File: config.mk
export PLATFORM = sky130hd
export DESIGN_NAME = keypad_scan_debounce
export DESIGN_NICKNAME = d
export VERILOG_FILES = /design/src/hw/rtl/kpd_pkg.sv /design/src/hw/rtl/kpd_decode.sv /design/src/hw/rtl/kpd_debounce.sv /design/src/hw/rtl/keypad_scan_debounce.sv
export SDC_FILE = /design/constraint.sdc
export NUM_CORES = 1
export LEC_CHECK = 0
export ABC_AREA = 1
export BUFFER_PORTS_ARGS = -buffer_cell sky130_fd_sc_hd__buf_4
export CAP_MARGIN = 20
export CORE_MARGIN = 2
export CORE_UTILIZATION = 40
export DETAILED_ROUTE_END_ITERATION = 10
export SLEW_MARGIN = 20
export SYNTH_ARGS = -nofsm -noshare
export SYNTH_HDL_FRONTEND = slang
export SYNTH_SLANG_ARGS = --single-unit
File: constraint.sdc
create_clock -name clock -period 4.6 [get_ports clock]
set_input_delay 0.23 -clock clock [delete_from_list [all_inputs] [get_ports clock]]
set_output_delay 0.23 -clock clock [all_outputs]
set_load 0.02 [all_outputs]
File: src/hw/rtl/kpd_pkg.sv
// ----------------------------------------------------------------------------
// kpd_pkg: shared types and constants for the keypad scanner
// Key legend table, scan and decode types, debounce reset value.
// ----------------------------------------------------------------------------
package kpd_pkg;

   localparam int NUM_COLS   = 4;
   localparam int NUM_ROWS   = 4;
   localparam int CODE_W     = 8;
   localparam int COUNT_W    = 8;

   localparam logic [COUNT_W-1:0] DEBOUNCE_RESET = 8'd50;

   // one row nibble per driven column
   typedef logic [NUM_ROWS-1:0] rows_type;
   typedef rows_type [NUM_COLS-1:0] scan_type;

   // decoder output
   typedef struct packed {
      logic              pressed;
      logic [CODE_W-1:0] code;
   } decode_type;

   // debounce status towards the top level
   typedef struct packed {
      logic              phase;  // high while waiting for the release
      logic              emit;   // current beat confirms the release
      logic [CODE_W-1:0] key;    // latched key code
   } dbn_status_type;

   // legend, indexed by column + 4 * row
   localparam logic [CODE_W-1:0] KEY_TABLE [16] = '{
      8'h31, 8'h34, 8'h37, 8'h2A, 8'h32, 8'h35, 8'h38, 8'h30,
      8'h33, 8'h36, 8'h39, 8'h23, 8'h41, 8'h42, 8'h43, 8'h44
   };

endpackage

File: src/hw/rtl/kpd_decode.sv
// ----------------------------------------------------------------------------
// kpd_decode: key matrix scan decoder
// Picks the lowest active column, the highest row within it, looks up the key.
// ----------------------------------------------------------------------------
module kpd_decode (
   input  kpd_pkg::scan_type   scan,
   output kpd_pkg::decode_type result
);
   import kpd_pkg::*;

   logic [1:0] col;
   logic [1:0] row;
   rows_type   rows;
   logic       pressed;

   // lowest active column wins: walk downwards so the last hit is the lowest
   always_comb begin
      col     = 2'd0;
      rows    = '0;
      pressed = 1'b0;
      for (int c = NUM_COLS - 1; c >= 0; c--) begin
         if (scan[c] != '0) begin
            col     = 2'(c);
            rows    = scan[c];
            pressed = 1'b1;
         end
      end
   end

   // highest set row bit within that column
   always_comb begin
      row = 2'd0;
      for (int r = 0; r < NUM_ROWS; r++) begin
         if (rows[r]) begin
            row = 2'(r);
         end
      end
   end

   assign result.pressed = pressed;
   assign result.code    = KEY_TABLE[{row, col}];

endmodule

File: src/hw/rtl/kpd_debounce.sv
// ----------------------------------------------------------------------------
// kpd_debounce: press and release run counter
// Counts consecutive pressed, then released scans; flags the confirming beat.
// ----------------------------------------------------------------------------
module kpd_debounce (
   input  logic                    clock,
   input  logic                    reset,
   input  logic                    step,
   input  kpd_pkg::decode_type     scan,
   input  logic [7:0]              debounce_scans,
   output kpd_pkg::dbn_status_type status
);
   import kpd_pkg::*;

   logic               phase_ff, phase_in;
   logic [COUNT_W-1:0] count_ff, count_in;
   logic [CODE_W-1:0]  latch_ff, latch_in;
   logic [COUNT_W:0]   count_next;
   logic [COUNT_W-1:0] need;
   logic               reached;

   // zero threshold behaves as one
   assign need       = (debounce_scans == '0) ? COUNT_W'(1) : debounce_scans;
   assign count_next = {1'b0, count_ff} + (COUNT_W + 1)'(1);
   assign reached    = count_next >= {1'b0, need};

   // next state
   always_comb begin
      phase_in = phase_ff;
      count_in = count_ff;
      latch_in = scan.pressed ? scan.code : latch_ff;
      if (!phase_ff) begin
         if (!scan.pressed) begin
            count_in = '0;
         end else if (reached) begin
            phase_in = 1'b1;
            count_in = '0;
         end else begin
            count_in = count_next[COUNT_W-1:0];
         end
      end else begin
         if (scan.pressed) begin
            count_in = '0;
         end else if (reached) begin
            phase_in = 1'b0;
            count_in = '0;
         end else begin
            count_in = count_next[COUNT_W-1:0];
         end
      end
   end

   // status outputs
   always_comb begin
      status.phase = phase_ff;
      status.emit  = phase_ff && !scan.pressed && reached;
      status.key   = latch_ff;
   end

   // state registers, updated once per consumed beat
   always_ff @(posedge clock) begin
      if (reset) begin
         phase_ff <= 1'b0;
         count_ff <= '0;
         latch_ff <= '0;
      end else if (step) begin
         phase_ff <= phase_in;
         count_ff <= count_in;
         latch_ff <= latch_in;
      end
   end

endmodule

File: src/hw/rtl/keypad_scan_debounce.sv
// ----------------------------------------------------------------------------
// keypad_scan_debounce: 4x4 keypad scan decoder with press/release debounce
// One beat is one full matrix scan; a key code beat follows a confirmed release.
//
//   channel | direction | handshake          | payload
//   req     | in        | req_valid/ready    | req_rows_col0..3 (4 bit each)
//   rsp     | out       | rsp_valid/ready    | rsp_key_code (8 bit)
//   csr     | in        | csr_wr_en          | csr_wr_data (debounce scans)
//
// One scan per cycle unless a held result stalls an emitting scan; a result is
// offered once its scan has passed the input register, then the result register.
// Reset clears the debounce state and sets the threshold to 50 scans.
// A held result stalls only a scan that would emit; other scans keep flowing.
// ----------------------------------------------------------------------------
module keypad_scan_debounce #(
   parameter logic [7:0] DEBOUNCE_DEFAULT = kpd_pkg::DEBOUNCE_RESET
) (
   input  logic       clock,
   input  logic       reset,
   input  logic       req_valid,
   output logic       req_ready,
   input  logic [3:0] req_rows_col0,
   input  logic [3:0] req_rows_col1,
   input  logic [3:0] req_rows_col2,
   input  logic [3:0] req_rows_col3,
   output logic       rsp_valid,
   input  logic       rsp_ready,
   output logic [7:0] rsp_key_code,
   input  logic       csr_wr_en,
   input  logic [7:0] csr_wr_data
);
   import kpd_pkg::*;

   logic           dbn_ff;
   logic [7:0]     dbn_scans_ff;
   logic           s1_valid_ff, s1_valid_in;
   scan_type       s1_scan_ff;
   logic           rsp_valid_ff, rsp_valid_in;
   logic [7:0]     rsp_key_ff;
   decode_type     dec;
   dbn_status_type status;
   logic           advance;
   logic           out_free;

   // threshold register
   always_ff @(posedge clock) begin
      if (reset) begin
         dbn_scans_ff <= DEBOUNCE_DEFAULT;
         dbn_ff       <= 1'b0;
      end else if (csr_wr_en) begin
         dbn_scans_ff <= csr_wr_data;
         dbn_ff       <= 1'b1;
      end
   end

   // stage control: an emitting beat needs room in the result register
   assign out_free  = !rsp_valid_ff || rsp_ready;
   assign advance   = s1_valid_ff && (out_free || !status.emit);
   assign req_ready = !s1_valid_ff || advance;

   assign s1_valid_in  = req_valid || (s1_valid_ff && !advance);
   assign rsp_valid_in = (advance && status.emit) || (rsp_valid_ff && !rsp_ready);

   // input register
   always_ff @(posedge clock) begin
      if (reset) begin
         s1_valid_ff <= 1'b0;
      end else if (req_ready) begin
         s1_valid_ff <= s1_valid_in;
      end
   end

   always_ff @(posedge clock) begin
      if (req_valid && req_ready) begin
         s1_scan_ff <= {req_rows_col3, req_rows_col2, req_rows_col1, req_rows_col0};
      end
   end

   kpd_decode u_decode (
      .scan   (s1_scan_ff),
      .result (dec)
   );

   kpd_debounce u_debounce (
      .clock          (clock),
      .reset          (reset),
      .step           (advance),
      .scan           (dec),
      .debounce_scans (dbn_scans_ff),
      .status         (status)
   );

   // result register
   always_ff @(posedge clock) begin
      if (reset) begin
         rsp_valid_ff <= 1'b0;
      end else begin
         rsp_valid_ff <= rsp_valid_in;
      end
   end

   always_ff @(posedge clock) begin
      if (advance && status.emit) begin
         rsp_key_ff <= status.key;
      end
   end

   assign rsp_valid    = rsp_valid_ff;
   assign rsp_key_code = rsp_key_ff;

   // a release is only confirmed from the release phase on a released scan
   a_emit_phase: assert property (@(posedge clock) disable iff (reset)
      (s1_valid_ff && status.emit) |-> (status.phase && !dec.pressed))
      else $error("release confirmed outside release phase");

   // an emitting beat lands in the result register with the latched code
   a_emit_load: assert property (@(posedge clock) disable iff (reset)
      (advance && status.emit) |=> (rsp_valid_ff && rsp_key_ff == $past(status.key)))
      else $error("confirmed key not loaded into result register");

   // a blocked emitting beat must not overwrite the pending result
   a_no_overwrite: assert property (@(posedge clock) disable iff (reset)
      (rsp_valid_ff && !rsp_ready) |=> (rsp_valid_ff && $stable(rsp_key_ff)))
      else $error("pending result lost or changed");

   // threshold flag is only a write marker; a write keeps its data
   a_csr_write: assert property (@(posedge clock) disable iff (reset)
      csr_wr_en |=> (dbn_ff && dbn_scans_ff == $past(csr_wr_data)))
      else $error("threshold write lost");

endmodule
==> flow_summary_export.csv, run 1 <==
group,metric,value,unit
run_status,status,"complete, no violations",
power_and_ir_drop,internal-power,0.683,mW
worst_setup_path,arrival,2980,ps
die,core_area,6280,sq um
global_route,grt_pass1_vias,1780,
cells_and_area,antennaDiodeCount,0,
placement,dp_hpwl,3540,microns
global_route,grt_pass1_wl,7970,microns
min_path,hold_depth,1,
route,drt-met1-wl,2260,microns
power_and_ir_drop,switchingPower,0.207,mW
die,die_x,84.1,microns
clock_tree,holdBufCountCts,0,
clock_tree,cts_sinks,49,
route,via_count,1935,
cells_and_area,layout_common_cells,"nand2_1 (68), inv_1 (49), buf_4 (37)",
power_and_ir_drop,total_leakage_power,1.46,nW
job,max_cap_violations,0,
sta,finalSetupViolations,0,
global_route,gr-total-overflow,0,
yosys,synth_warnings,0,
power_and_ir_drop,power_density,295,nW/um^2
placement,io_buffer_count,37,
yosys,avgSynthCellArea,8.45,sq um
worst_setup_path,reg2regPathDepth,13,
sta,finalMaxSlewViolations,0,
global_route,grt_max_degree,17,
die,dieArea,7080,sq um
yosys,netlist_instances,304,
yosys,async_reset_ff_share,0,%
power_and_ir_drop,switching_share,23.3,%
sta,tns,0,ps
yosys,synth_edf_count,23,
clock_tree,cts_tree,"built",
route,drc_errors,0,
route,wire_per_inst,10.9,microns
die,start_util,40.9,%
sta,fin_skew,7.77,ps
worst_setup_path,end_kind,"register",
global_route,globalRouteTotalUtil,14.0,%
route,routed_wl,4590,microns
yosys,syn_nets,349,
die,die_y,84.1,microns
worst_setup_path,crit_fanout,7,
sta,finalCritPeriodShare,66.1,%
yosys,yosysSeqAreaShare,47.2,%
sta,tightest_slew,566,ps
route,top_layer,"met4",
power_and_ir_drop,clock_power_share,34.0,%
yosys,netlist_area,2570,sq um
route,ant_nets,0,
clock_tree,clkLatencyLatePin,300,ps
clock_tree,htree_levels,2,
global_route,antenna_found_initial,0,
cells_and_area,drive_above_1_share,19.2,%
yosys,synthFlopType,"dfxtp_1",
sta,maxSlewHeadroom,62.2,%
yosys,synth-seq-cells,49,
clock_tree,cts_buffers,5,
route,wl_met3,163,microns
route,drt_pass1_iterations,4,
clock_tree,path_clk_slew,90,ps
sta,fmax,329,MHz
worst_setup_path,worstSetupPathType,"register to register",
route,wl_met2,2110,microns
route,drt-initial-drc-count,133,
power_and_ir_drop,ir_drop,162,uV
sta,fin_crit,3040,ps
die,io-pin-count,39,
power_and_ir_drop,power_frac_seq,55.1,%
sta,rsz0062_at_grt,"false",
worst_setup_path,start_kind,"register",
yosys,ys_types,32,
cells_and_area,final_nets,388,
power_and_ir_drop,share_comb_of_total_power,10.9,%
cells_and_area,area_growth_syn_to_layout,17.7,%
clock_tree,ctsLongestPathBuffers,2,
clock_tree,cts_setup_buffers,0,
placement,gp_congestion,0.817,
cells_and_area,nFillCells,625,
clock_tree,cts_resized,0,
sta,hold_violations,0,
worst_setup_path,cp.required,4540,ps
cells_and_area,utilization,48.1,%
cells_and_area,final_common_cell,"nand2_1",
min_path,hold_path_class,"primary input to register",
die,core.rowCount,29,
clock_tree,cts-root-buf,"clkbuf_8",
route,viasPerCell,4.60,
==> logic make-up after synthesis <==
family,share of synthesized area (%)
XOR/XNOR,1.71
other,0.146
buffers and inverters,8.53
AO/OA/AOI/OAI,10.7
AND/OR/NAND/NOR,24.0
flip-flops,47.2
adder cells (fa/ha/maj),7.80
==> path summary, 6_finish.rpt <==
path / from / slack, ps / endpoint
setup / recovery: u_debounce.count_ff[0] / 1560 / rsp_key_code[4]
hold / removal: req_rows_col3[0] / 100 / s1_scan_ff[12]
hold reg to reg: u_debounce.latch_ff[0] / 440 / rsp_key_code[0]
setup reg to reg: u_debounce.count_ff[0] / 1560 / rsp_key_code[4]
==> worst max-delay path: stages (launching register included) <==
cell and delay [ps]:
dfxtp_1 400, ha_1 200, nand3_1 120, nor2_1 170, nand2_1 90, xor2_1 160
ha_1 310, a21oi_1 140, nand2_1 60, nand2_1 110, nand2_4 100, a21oi_2 240
nand2_1 110, nor2_1 450
==> stage by stage <==
step	worst slack, ps	instance area (sq um)	hold WS (ps)	total power, mW	instances
final	1560	3020	100	0.890	421
after global routing	1160	3020	78.7	0.942	421
after CTS	1550	3020	88.2	0.903	421
after detailed placement	1570	2910	409	0.599	413
after global placement	1680	2910	408	0.597	413
after floorplan	1870	2570	299	0.564	304
==> layout make-up <==
cell class | instances | area, sq um | area share [%]
Inverter | 50 | 188 | 6.21
Clock inverter | 2 | 38.8 | 1.28
Sequential cell | 49 | 1210 | 40.1
Clock buffer | 6 | 72.6 | 2.40
Multi-Input combinational cell | 200 | 1140 | 37.6
Tap cell | 77 | 96.3 | 3.19
Timing Repair Buffer | 37 | 278 | 9.19
==> registers in the layout, indices dropped and copies added (netlist names), named ones only <==
signal and flops:
dbn_scans_ff 8, rsp_key_code 7, rsp_valid 1, s1_scan_ff 16
s1_valid_ff 1, u_debounce.count_ff 8, u_debounce.latch_ff 7
==> power by group through the flow <==
stage / clock (mW) / combinational, mW / sequential, mW
floorplan: 0 / 0.0658 / 0.498
CTS: 0.314 / 0.0984 / 0.491
global route: 0.336 / 0.112 / 0.494
detailed placement: 0 / 0.0977 / 0.501
global placement: 0 / 0.0962 / 0.500
finish: 0.302 / 0.0973 / 0.490
==> per-layer routing <==
| metal | GRT usage, % | up-vias |
|---|---|---|
| li1 | - | 1056 |
| met1 | 18.8 | 837 |
| met2 | 21.9 | 37 |
| met3 | 4.15 | 5 |
| met4 | 3.96 | 0 |
| met5 | 0 | - |
==> synthesized netlist by cell type (2+ instances only) <==
| library cell | count | area (sq um) |
|---|---|---|
| nand2_1 | 68 | 255 |
| inv_1 | 49 | 184 |
| dfxtp_1 | 26 | 521 |
| a21oi_1 | 25 | 125 |
| nor2_1 | 24 | 90.1 |
| edfxtp_1 | 23 | 691 |
| ha_1 | 16 | 200 |
| nand3_1 | 15 | 75.1 |
| o21ai_0 | 11 | 55.1 |
| nand4_1 | 5 | 31.3 |
| nor2_2 | 5 | 31.3 |
| xor2_1 | 5 | 43.8 |
| nand2_2 | 4 | 25.0 |
| a21oi_2 | 3 | 26.3 |
| nand2_4 | 3 | 33.8 |
| a22oi_1 | 2 | 15.0 |
| clkbuf_1 | 2 | 7.51 |
| nand3b_1 | 2 | 15.0 |
| nor2_4 | 2 | 22.5 |
| o21ai_1 | 2 | 10.0 |
Power figures use the tool's default switching activity.
==> run 2: changes to the inputs <==
==> constraint.sdc (replaced) <==
create_clock -name clock -period 2.9 [get_ports clock]
set_input_delay 0.145 -clock clock [delete_from_list [all_inputs] [get_ports clock]]
set_output_delay 0.145 -clock clock [all_outputs]
set_load 0.02 [all_outputs]
==> run 2 against run 1 <==
Hold slack worse by 75 ps. Via count increased by 3.2%. Clock-buffer cell count rose by 1. Sequential power up 59%. Clock power up 47%. Sequential share of layout area is 2.1 points lower. Routed wire length rose by 2.7%. Cell count increased by 4.3%. Largest cell class unchanged. Design area is 5.8% higher. Critical endpoint is now req_ready. Register-to-register slack got worse by 1200 ps. Combinational power up 77%. Power increased by 57%.
==> flow_summary_export.csv, run 2 (synthesis gave the netlist of run 1 again) <==
group,metric,value,unit
run_status,status,"complete, no violations",
route,ant_nets,0,
placement,placed_cells,416,
clock_tree,htree_levels,2,
cells_and_area,final_common_cell,"nand2_1",
clock_tree,clkLatencyLatePin,300,ps
worst_setup_path,cp.required,2760,ps
placement,dp_hpwl,3530,microns
cells_and_area,area_growth_syn_to_layout,24.5,%
cells_and_area,regMostFlops,"s1_scan_ff",
worst_setup_path,slowest_stage,"dfxtp_2",
clock_tree,cts_tree,"built",
worst_setup_path,crit_buf_inv,2,
placement,io_buffer_count,37,
sta,hold_violations,0,
sta,finalSetupViolations,0,
worst_setup_path,end_kind,"output pin",
die,dieArea,7080,sq um
worst_setup_path,slowest_delay,370,ps
sta,fin_skew,8.39,ps
global_route,gr-total-overflow,0,
die,die_y,84.1,microns
cells_and_area,final_cell_count_no_fill,439,
worst_setup_path,crit_path_frequent_cell,"nand2_1",
worst_setup_path,worstSetupPathType,"register to output pin",
min_path,hold_path_class,"primary input to register",
sta,fin_crit,2610,ps
die,start_util,40.9,%
cells_and_area,final_nets,406,
global_route,globalRouteTotalUtil,14.3,%
die,die_x,84.1,microns
worst_setup_path,r2r_end,"rsp_key_code[0]",
die,core_area,6280,sq um
worst_setup_path,arrival,2460,ps
power_and_ir_drop,ir_drop,234,uV
route,drt_pass1_iterations,5,
global_route,grt_pass1_vias,1878,
route,wire_per_inst,10.7,microns
min_path,hold_path.startpoint,"req_rows_col0[0]",
power_and_ir_drop,power.total,1.39,mW
global_route,grt_max_degree,17,
die,io-pin-count,39,
clock_tree,cts-root-buf,"clkbuf_8",
sta,finalCritPeriodShare,89.9,%
cells_and_area,layout_common_cells,"nand2_1 (68), inv_1 (49), buf_4 (39)",
worst_setup_path,critical-path-top-delay-family,"simple AND/OR/NAND/NOR gates",
cells_and_area,multi_input_area,1140,sq um
cells_and_area,final_area,3200,sq um
worst_setup_path,r2r-start,"u_debounce.count_ff[0]",
clock_tree,cts_setup_buffers,0,
placement,gp_congestion,0.826,
power_and_ir_drop,power_density,436,nW/um^2
route,drt-initial-drc-count,85,
worst_setup_path,crit_cells,15,
worst_setup_path,r2r_setup_slack,310,ps
die,core.rowCount,29,
min_path,hold_depth,1,
clock_tree,path_clk_slew,90,ps
route,routed_wl,4710,microns
cells_and_area,drive_above_1_share,20.2,%
min_path,worstHoldEndpoint,"s1_scan_ff[0]",
worst_setup_path,crit_fanout,6,
global_route,grt_pass1_wl,8270,microns
cells_and_area,largest_reg_flops,16,
cells_and_area,nFillCells,599,
worst_setup_path,path_cells,"ha_2 > nand3_1 > xor2_1 > inv_1 > ha_1 > nand2_1 > nor2_1 > nand2_1 > nand3_1 > nand2_1 > nand2_1 > nand2_1 > nand2_4 > nand3_1 > buf_4",
worst_setup_path,reg2regPathDepth,14,
cells_and_area,seq_area,1210,sq um
route,viasPerCell,4.55,
sta,fmax,384,MHz
clock_tree,cts_sinks,49,
route,drc_errors,0,
sta,finalMaxSlewViolations,0,
placement,dpl_cell_area,2930,sq um
route,via_count,1996,
clock_tree,ctsLongestPathBuffers,2,
worst_setup_path,start_kind,"register",
cells_and_area,antennaDiodeCount,0,
clock_tree,cts_buffers,5,
global_route,antenna_found_initial,0,
cells_and_area,top_regs,"s1_scan_ff x16, dbn_scans_ff x8, u_debounce.count_ff x8",
power_and_ir_drop,total_leakage_power,1.54,nW
job,max_cap_violations,0,
run 2: worst max-delay path by stage:
| stage | slack [ps] | endpoint | start |
|---|---|---|---|
| finish | 290 | req_ready | u_debounce.count_ff[0] |
| detailed placement | 240 | s1_scan_ff[5] | u_debounce.count_ff[0] |
| floorplan | 170 | s1_scan_ff[0] | u_debounce.count_ff[0] |
| global placement | 330 | rsp_key_code[1] | u_debounce.count_ff[0] |
| global route | -5 | req_ready | u_debounce.count_ff[0] |
| CTS | 220 | s1_scan_ff[6] | u_debounce.count_ff[0] |
run 2: cell type report:
type                       instances  share of cell area [%]
multi-input combinational        200                    35.7
inverter                          50                    5.87
clock buffer                       7                    3.05
sequential                        49                    38.0
tap                               77                    3.01
timing repair buffer              55                    14.2
clock inverter                     1                   0.157
run 2: per-stage QoR:
stage	utilization [%]	TNS, ps	setup WS (ps)	hold WS (ps)
floorplan	-	0	174	214
global placement	46.7	0	334	323
detailed placement	46.7	0	240	324
CTS	48.4	0	222	2.20
global route	50.9	-4.98	-4.98	-0.169
finish	50.9	0	294	25.6
run 2: what timing repair did:
item,4_1_cts,5_1_grt
hold endpoints to repair,0,15
hold buffers,0,15
setup endpoints to repair,0,28
resized for setup,0,5
run 2: layer usage:
metal	track usage [%]	share of wire (%)	up-vias
met5	0	0	-
met4	4.40	1.4	0
met3	4.25	4.1	6
met2	22.6	46	35
met1	19.0	49	861
li1	-	-	1094
run 2: worst reg2reg max path: cells and delay by family, from the launching register on:
| family | cells | cell delay, ps |
|---|---|---|
| AOI/OAI and AO/OA | 2 | 280 |
| DFF | 1 | 370 |
| adders and majority gates | 2 | 500 |
| and+or+nand+nor | 8 | 820 |
| xor gates and xnor gates | 1 | 160 |
| buffers and inverters | 1 | 160 |
run 2: power by group:
group | switching, mW | internal, mW | total, mW
clock network | 0.222 | 0.222 | 0.444
registers | 0.0179 | 0.760 | 0.778
logic | 0.0925 | 0.0794 | 0.172
total | 0.333 | 1.06 | 1.39
==> run 3: changes to the inputs <==
--- a/config.mk
+++ b/config.mk
@@ -10,8 +10,10 @@
 export CAP_MARGIN = 20
 export CORE_MARGIN = 2
 export CORE_UTILIZATION = 40
+export CTS_CLUSTER_SIZE = 16
 export DETAILED_ROUTE_END_ITERATION = 10
 export SLEW_MARGIN = 20
 export SYNTH_ARGS = -nofsm -noshare
 export SYNTH_HDL_FRONTEND = slang
+export SYNTH_HIERARCHICAL = 1
 export SYNTH_SLANG_ARGS = --single-unit
==> run 3 against run 2 <==
Core utilization is 0.35 points lower. Clock skew is 1.2 ps lower. Critical path depth stayed put. Via count is 2.7% higher.
==> flow_summary_export.csv, run 3 <==
group,metric,value,unit
run_status,status,"complete, no violations",
route,drc_errors,0,
route,wire_per_inst,10.5,microns
worst_setup_path,start_kind,"register",
clock_tree,cts_tree,"built",
global_route,antenna_found_initial,0,
placement,gp_congestion,0.828,
power_and_ir_drop,power.total,1.45,mW
die,dieArea,7350,sq um
cells_and_area,antennaDiodeCount,0,
yosys,netlist_instances,320,
yosys,avgSynthCellArea,8.36,sq um
power_and_ir_drop,ir_drop,220,uV
die,core_area,6420,sq um
sta,fmax,378,MHz
worst_setup_path,cp.required,2760,ps
placement,dp_hpwl,3690,microns
die,die_x,85.8,microns
die,start_util,41.6,%
route,via_count,2049,
clock_tree,htree_levels,2,
clock_tree,cts_setup_buffers,0,
clock_tree,cts_sinks,51,
worst_setup_path,slowest_stage,"dfxtp_1",
min_path,hold_path_class,"primary input to register",
sta,rsz0062_at_grt,"false",
clock_tree,ctsLongestPathBuffers,2,
global_route,grt_pass1_wl,8420,microns
route,viasPerCell,4.58,
job,max_cap_violations,0,
placement,placed_cells,437,
worst_setup_path,crit_fanout,4,
worst_setup_path,slowest_delay,460,ps
worst_setup_path,arrival,2500,ps
yosys,syn_nets,365,
route,drt-initial-drc-count,75,
sta,hold_violations,0,
clock_tree,cts_buffers,5,
sta,fin_crit,2650,ps
die,core.rowCount,29,
worst_setup_path,worstSetupPathType,"register to output pin",
cells_and_area,final_nets,414,
global_route,globalRouteTotalUtil,14.2,%
cells_and_area,regMostFlops,"s1_scan_ff",
clock_tree,clkLatencyLatePin,290,ps
power_and_ir_drop,total_leakage_power,1.55,nW
route,routed_wl,4710,microns
global_route,grt_max_degree,17,
cells_and_area,drive_above_1_share,23.8,%
die,io-pin-count,39,
sta,tns,0,ps
cells_and_area,final_cell_count_no_fill,447,
sta,fin_skew,7.20,ps
clock_tree,path_clk_slew,90,ps
cells_and_area,largest_reg_flops,16,
worst_setup_path,crit_path_frequent_cell,"nand2_1",
worst_setup_path,path_cells,"nand3_2 > nor2_4 > nand2_2 > xor2_1 > inv_1 > ha_1 > nand2_1 > inv_1 > nand2_1 > nand2_1 > nand2_2 > a21oi_2 > buf_4 > nand4_2 > buf_4",
sta,finalSetupViolations,0,
cells_and_area,area_growth_syn_to_layout,21.5,%
yosys,synth_warnings,6,
sta,finalCritPeriodShare,91.3,%
cells_and_area,final_area,3250,sq um
cells_and_area,final_common_cell,"nand2_1",
yosys,netlist_area,2670,sq um
route,ant_nets,0,
sta,finalMaxSlewViolations,0,
worst_setup_path,end_kind,"output pin",
clock_tree,cts-root-buf,"clkbuf_8",
global_route,gr-total-overflow,0,
placement,dpl_cell_area,3080,sq um
cells_and_area,layout_common_cells,"nand2_1 (62), inv_1 (48), buf_4 (43)",
power_and_ir_drop,power_density,447,nW/um^2
route,drt_pass1_iterations,6,
die,die_y,85.8,microns
global_route,grt_pass1_vias,1924,
placement,io_buffer_count,38,
## run 3: what timing repair did
| item | CTS | global route |
|---|---|---|
| hold buffers | 0 | 2 |
| endpoints found under the hold margin | 0 | 2 |
| resized for setup | 0 | 14 |
| endpoints found under the setup margin | 0 | 42 |
## run 3: metrics by stage
step           utilization, %  hold WS (ps)  setup WS (ps)
6_report                 50.6          17.9            253
5_1_grt                  50.6         0.645           51.2
4_1_cts                  49.7          7.40           79.9
3_5_place_dp             48.0           324            164
3_3_place_gp             48.0           323            275
2_1_floorplan               -           207            201
## run 3: power by group
group,total [mW],internal (mW),switching [mW]
logic,0.164,0.0723,0.0920
registers,0.811,0.791,0.0202
clock network,0.475,0.258,0.217
## run 3: worst paths after layout
| path | from | to | slack (ps) | depth (start not counted) |
|---|---|---|---|---|
| max | u_debounce/count_ff[2] | req_ready | 250 | 15 |
| min | req_rows_col3[2] | s1_scan_ff[14] | 20 | 1 |
| max reg2reg | u_debounce/count_ff[2] | rsp_key_code[6] | 350 | 15 |
| min reg2reg | u_debounce/latch_ff[3] | rsp_key_code[3] | 440 | 0 |
## run 3: area by class of cell
type                            count  area (sq um)
Timing Repair Buffer               46           363
Multi-Input combinational cell    209          1200
Tap cell                           77          96.3
Sequential cell                    51          1270
Inverter                           56           215
Clock inverter                      1          30.0
Clock buffer                        7          76.3
Fill cell                         627          3170
## run 3: worst max-delay path, delay by kind of cell, from the launching register on
kind,cells,cell delay (ps)
flops,1,460
buf+inv,4,440
fa+ha+maj,1,270
simple gates,8,680
xor+xnor,1,220
compound gates,1,140
## run 3: routing by layer
layer  wire length (microns)  GRT usage (%)
met1                    2340           19.4
met2                    2120           22.1
met3                     186           2.79
met4                      66           5.63
met5                       0              0
